**config.mk**
```make
export PLATFORM = sky130hd
export DESIGN_NAME = dpat_update
export DESIGN_NICKNAME = d
export VERILOG_FILES = /design/src/rtl/device_presence_aging_table_unit_macros.svh /design/src/rtl/dpat_pkg.sv /design/src/rtl/dpat_update.sv
export SDC_FILE = /design/constraint.sdc
export NUM_CORES = 1
export LEC_CHECK = 0
export BUFFER_PORTS_ARGS = -buffer_cell sky130_fd_sc_hd__buf_4
export CAP_MARGIN = 20
export CORE_AREA = 2 2 102 104
export DETAILED_ROUTE_END_ITERATION = 8
export DIE_AREA = 0 0 104 106
export PLACE_DENSITY = 0.75
export SLEW_MARGIN = 25
export SYNTH_ARGS = -nofsm -noshare
export SYNTH_HDL_FRONTEND = slang
export SYNTH_SLANG_ARGS = --single-unit
```
**constraint.sdc**
```tcl
create_clock -name vclk -period 4.6
set_clock_uncertainty 0.1 [all_clocks]
set_input_delay 0.46 -clock vclk [all_inputs]
set_output_delay 0.46 -clock vclk [all_outputs]
set_load 0.01 [all_outputs]
```
**src/rtl/device_presence_aging_table_unit_macros.svh**
```systemverilog
// Assertion macros for the device presence aging table.
// Depends on clk and rst_n being visible where a macro is used.
`ifndef DEVICE_PRESENCE_AGING_TABLE_UNIT_MACROS_SVH
`define DEVICE_PRESENCE_AGING_TABLE_UNIT_MACROS_SVH

// same-cycle implication, checked outside reset
`define DPAT_ASSERT_IMPL(lbl, ante, cons, msg) \
  lbl: assert property (@(posedge clk) disable iff (!rst_n) (ante) |-> (cons)) \
    else $error(msg);

// next-cycle implication, checked outside reset
`define DPAT_ASSERT_NEXT(lbl, ante, cons, msg) \
  lbl: assert property (@(posedge clk) disable iff (!rst_n) (ante) |=> (cons)) \
    else $error(msg);

`endif

```
**src/rtl/dpat_pkg.sv**
```systemverilog
// Shared types and constants for the device presence aging table.
// No dependencies.
package dpat_pkg;

  localparam int unsigned ADDR_W      = 32;
  localparam int unsigned TIME_W      = 32;
  localparam int unsigned OCTET_W     = 8;
  localparam int unsigned OCTET_SPAN  = 256;
  localparam int unsigned DEPTH_DEF   = 256;
  localparam logic [TIME_W-1:0] LOST_TIMEOUT_RST = 32'd3000;

  typedef enum logic {
    CMD_BEACON = 1'b0,
    CMD_CHECK  = 1'b1
  } cmd_t;

  typedef enum logic {
    EVT_FOUND = 1'b0,
    EVT_LOST  = 1'b1
  } evt_kind_t;

  typedef struct packed {
    logic              evt_vld;
    evt_kind_t         evt_kind;
    logic [ADDR_W-1:0] evt_addr;
    logic              addr_we;
    logic [ADDR_W-1:0] new_addr;
    logic              stamp_we;
    logic [TIME_W-1:0] new_stamp;
  } upd_t;

endpackage

```
**src/rtl/dpat_update.sv**
```systemverilog
// Entry update logic: beacon compare/refresh and age check against timeout.
// Depends on dpat_pkg.
module dpat_update (
  input  logic                          vld,
  input  dpat_pkg::cmd_t                cmd,
  input  logic [dpat_pkg::ADDR_W-1:0]   src_addr,
  input  logic [dpat_pkg::TIME_W-1:0]   now_time,
  input  logic [dpat_pkg::TIME_W-1:0]   lost_timeout,
  input  logic [dpat_pkg::ADDR_W-1:0]   cur_addr,
  input  logic [dpat_pkg::TIME_W-1:0]   cur_stamp,
  output dpat_pkg::upd_t                upd
);

  logic [dpat_pkg::TIME_W-1:0] limit;
  logic                        expired;

  assign limit   = cur_stamp + lost_timeout;
  assign expired = (cur_addr != '0) && (limit < now_time);

  always_comb begin
    upd           = '0;
    upd.evt_kind  = dpat_pkg::EVT_FOUND;
    upd.new_stamp = cur_stamp;
    case (cmd)
      dpat_pkg::CMD_BEACON: begin
        upd.evt_vld   = vld && (cur_addr != src_addr);
        upd.evt_kind  = dpat_pkg::EVT_FOUND;
        upd.evt_addr  = src_addr;
        upd.addr_we   = vld;
        upd.new_addr  = src_addr;
        upd.stamp_we  = vld;
        upd.new_stamp = now_time;
      end
      dpat_pkg::CMD_CHECK: begin
        upd.evt_vld  = vld && expired;
        upd.evt_kind = dpat_pkg::EVT_LOST;
        upd.evt_addr = cur_addr;
        upd.addr_we  = vld && expired;
        upd.new_addr = '0;
      end
      default: begin
        upd.evt_vld = 1'b0;
      end
    endcase
  end

endmodule

```
==> impl_metrics.xml <==
<?xml version="1.0" encoding="UTF-8"?>
<metrics>
  <group name="run_status">
    <metric name="run_status" unit="">complete, no violations</metric>
  </group>
  <group name="finish">
    <metric name="fin_cells" unit="">938</metric>
    <metric name="syn_to_final_growth" unit="%">60.35</metric>
    <metric name="register_area" unit="um2">0</metric>
    <metric name="numSequentialCells" unit="">0</metric>
    <metric name="final_core_util" unit="%">60.41</metric>
    <metric name="fillers" unit="">957</metric>
    <metric name="layout.clock_buffers" unit="">0</metric>
    <metric name="final_nets" unit="">1029</metric>
    <metric name="ratio_of_cells_with_drive_above_1_in_the_final_layout" unit="%">38.28</metric>
    <metric name="n_antenna_cell" unit="">0</metric>
  </group>
  <group name="pwr">
    <metric name="report.power.total" unit="mW">0.8502</metric>
    <metric name="power.density" unit="nW/um2">140.7</metric>
    <metric name="maximum_vdd_ir_drop" unit="uV">79.87</metric>
    <metric name="total_leakage_power" unit="nW">3.293</metric>
  </group>
  <group name="detailed_routing">
    <metric name="detail_route.first_pass.iterations" unit="">4</metric>
    <metric name="highest_layer" unit="">met5</metric>
    <metric name="met2WireLength" unit="um">8200</metric>
    <metric name="routedWlPerCell" unit="um">16.95</metric>
    <metric name="drc_viols" unit="">0</metric>
    <metric name="dr.first_iter.drc_count" unit="">216</metric>
    <metric name="viasPerCell" unit="">5.349</metric>
    <metric name="vias" unit="">5017</metric>
    <metric name="ant_nets" unit="">0</metric>
    <metric name="detail_route.wirelength" unit="um">15900</metric>
    <metric name="dr_wl_met3" unit="um">839</metric>
    <metric name="wirelength_met1" unit="um">6385</metric>
  </group>
  <group name="die">
    <metric name="core_area" unit="um2">10000</metric>
    <metric name="fp-row-count" unit="">37</metric>
    <metric name="top_level_ports" unit="">262</metric>
    <metric name="start_util" unit="%">37.68</metric>
    <metric name="die-width" unit="um">104</metric>
    <metric name="total_die_area" unit="um2">11020</metric>
    <metric name="die_height" unit="um">106</metric>
  </group>
  <group name="hold_path">
    <metric name="hold_depth" unit="">4</metric>
    <metric name="hp-class" unit="">in -&gt; out</metric>
  </group>
  <group name="synth">
    <metric name="synth.yosys.seq_area_share" unit="%">0</metric>
    <metric name="yosys_warnings" unit="">0</metric>
    <metric name="instance_count_of_the_mapped_netlist" unit="">550</metric>
    <metric name="mappedNetlistArea" unit="um2">3767</metric>
    <metric name="synthDistinctLibCells" unit="">52</metric>
    <metric name="post_synth.cell_area_avg" unit="um2">6.850</metric>
    <metric name="syn-num-nets" unit="">775</metric>
  </group>
  <group name="placement">
    <metric name="post-place-cells" unit="">938</metric>
    <metric name="place.port_buffers" unit="">262</metric>
    <metric name="globalplace.congestion" unit="">0.9500</metric>
    <metric name="dpl.hpwl" unit="um">13990</metric>
  </group>
  <group name="setup_path">
    <metric name="setup.worst_path.start_class" unit="">input pin</metric>
    <metric name="setup.worst_path.class" unit="">in -&gt; out</metric>
    <metric name="critical_path_sink_type" unit="">output port</metric>
    <metric name="cp_data_arrival_time" unit="ns">3.84</metric>
    <metric name="critical_path_required" unit="ns">4.04</metric>
    <metric name="crit_path_max_fanout" unit="">4</metric>
  </group>
  <group name="global_route">
    <metric name="groute.usage.overall" unit="%">26.33</metric>
    <metric name="grt_start_max_net_pins" unit="">93</metric>
    <metric name="grt_first_pass_wirelength" unit="um">23960</metric>
    <metric name="grt_antenna_before_repair" unit="">1</metric>
    <metric name="vias_in_the_first_global_route" unit="">4920</metric>
    <metric name="globalRoute.totalOverflow" unit="">0</metric>
  </group>
  <group name="sta">
    <metric name="slew-limit-headroom" unit="%">45.96</metric>
    <metric name="slew_violations" unit="">0</metric>
    <metric name="finalWorstPathRequiredPeriod" unit="ns">4.395</metric>
    <metric name="final_min_period_over_clock_period" unit="%">95.55</metric>
    <metric name="hold_violations" unit="">0</metric>
    <metric name="tightestPinTransition" unit="ns">0.8106</metric>
    <metric name="max_freq" unit="MHz">227.5</metric>
    <metric name="timing.setup.tns" unit="ns">0</metric>
    <metric name="final_setup_violation_count" unit="">0</metric>
    <metric name="finalHoldWorstSlack" unit="ns">1.126</metric>
    <metric name="grt_setup_unrepaired" unit="">yes</metric>
  </group>
  <group name="job">
    <metric name="drv_cap" unit="">0</metric>
  </group>
  <group name="cts">
    <metric name="post_cts.repair.setup_buffers" unit="">0</metric>
  </group>
</metrics>
-- layout by cell type, fill, tap and decap left out, types with 4 or more instances in the layout --
| cell | n |
|---|---|
| sky130_fd_sc_hd__nor2_1 | 17 |
| sky130_fd_sc_hd__a311oi_1 | 4 |
| sky130_fd_sc_hd__a21oi_1 | 32 |
| sky130_fd_sc_hd__ha_1 | 61 |
| sky130_fd_sc_hd__nor3_1 | 6 |
| sky130_fd_sc_hd__xnor2_1 | 19 |
| sky130_fd_sc_hd__nor4_1 | 16 |
| sky130_fd_sc_hd__inv_1 | 40 |
| sky130_fd_sc_hd__nand2b_1 | 4 |
| sky130_fd_sc_hd__nand4_1 | 16 |
| sky130_fd_sc_hd__buf_4 | 273 |
| sky130_fd_sc_hd__nand2_1 | 52 |
| sky130_fd_sc_hd__o21ai_0 | 45 |
| sky130_fd_sc_hd__nand3_1 | 9 |
| sky130_fd_sc_hd__a21o_1 | 59 |
| sky130_fd_sc_hd__nor2b_1 | 38 |
| sky130_fd_sc_hd__xor2_1 | 43 |
-- final timing paths --
| path | startpoint | to | slack [ns] |
|---|---|---|---|
| worst max-delay path | cur_stamp[5] | upd[65] | 0.20 |
| worst min-delay path | cur_stamp[19] | upd[19] | 1.13 |
-- synthesized netlist by cell type, drive strengths merged, types with 3 or more instances --
| master | count | area (um2) |
|---|---|---|
| nand2b | 5 | 31.28 |
| o21ai | 46 | 230.2 |
| a21oi | 35 | 175.2 |
| nor4 | 16 | 100.1 |
| clkbuf | 20 | 75.07 |
| inv | 41 | 153.9 |
| nand3 | 9 | 45.04 |
| a211oi | 4 | 35.03 |
| xnor2 | 19 | 166.4 |
| nand4 | 16 | 100.1 |
| ha | 62 | 775.7 |
| a21o | 59 | 442.9 |
| nor3 | 7 | 35.03 |
| o21a | 3 | 22.52 |
| o31ai | 5 | 51.30 |
| a221oi | 4 | 41.29 |
| a311oi | 4 | 35.03 |
| nand2 | 53 | 198.9 |
| buf | 5 | 25.03 |
| or2 | 4 | 25.03 |
| o211ai | 4 | 35.03 |
| nor2b | 39 | 244.0 |
| xor2 | 43 | 376.6 |
| nor2 | 17 | 63.81 |
| o21bai | 3 | 22.52 |
-- cells by family (layout without fill, tap and decap cells) --
group	Yosys count	in the layout	synth area share, %
and+or+nand+nor	173	173	23.78
adders and majority gates	63	63	21.12
buffers and inverters	66	318	6.742
muxes	1	1	0.2989
xor gates and xnor gates	62	62	14.41
AOI/OAI and AO/OA	185	185	33.64
-- critical path: stages --
cell,delay (ns)
sky130_fd_sc_hd__buf_4,0.11
sky130_fd_sc_hd__ha_1,0.41
sky130_fd_sc_hd__nand2_1,0.13
sky130_fd_sc_hd__nor3_2,0.25
sky130_fd_sc_hd__o211ai_2,0.13
sky130_fd_sc_hd__o211ai_1,0.30
sky130_fd_sc_hd__a41o_2,0.30
sky130_fd_sc_hd__xor2_1,0.16
sky130_fd_sc_hd__ha_1,0.26
sky130_fd_sc_hd__a21o_1,0.16
sky130_fd_sc_hd__a21o_1,0.17
sky130_fd_sc_hd__a21o_1,0.19
sky130_fd_sc_hd__a221oi_2,0.26
sky130_fd_sc_hd__o31ai_1,0.09
sky130_fd_sc_hd__a31o_2,0.25
sky130_fd_sc_hd__nand2b_4,0.09
sky130_fd_sc_hd__buf_6,0.11
-- area by class of cell --
cell class | instances | area, um2 | share of cell area (%)
Multi-Input combinational cell | 484 | 3618 | 59.90
Tap cell | 136 | 170.2 | 2.817
Inverter | 41 | 153.9 | 2.548
Timing Repair Buffer | 277 | 2098 | 34.73
-- where the power goes --
part	switching (mW)	leakage, nW	total, mW	internal (mW)
Sequential	0	0	0	0
Combinational	0.427	3.29	0.850	0.424
Clock	0	0	0	0
Total	0.427	3.29	0.850	0.424
-- routing by layer --
metal  up-vias  global-route usage (%)
met3        26                   3.004
met4         2                   6.467
met5         -                       0
met1      2298                   30.39
li1       2503                       -
met2       188                   51.32
-- what timing repair did --
item	4_1_cts	5_1_grt
setup endpoints to repair	2	2
pin swaps	2	9
hold buffers	0	0
gates resized for setup	6	19
-- stage by stage --
stage	instance area [um2]	setup slack, ns
6_report	6041	0.2045
5_1_grt	6041	-0.01585
4_1_cts	5948	0.01434
3_5_place_dp	5917	-0.1950
3_3_place_gp	5917	-0.1564
2_1_floorplan	3767	0.4416
Power figures use the tool's default switching activity.
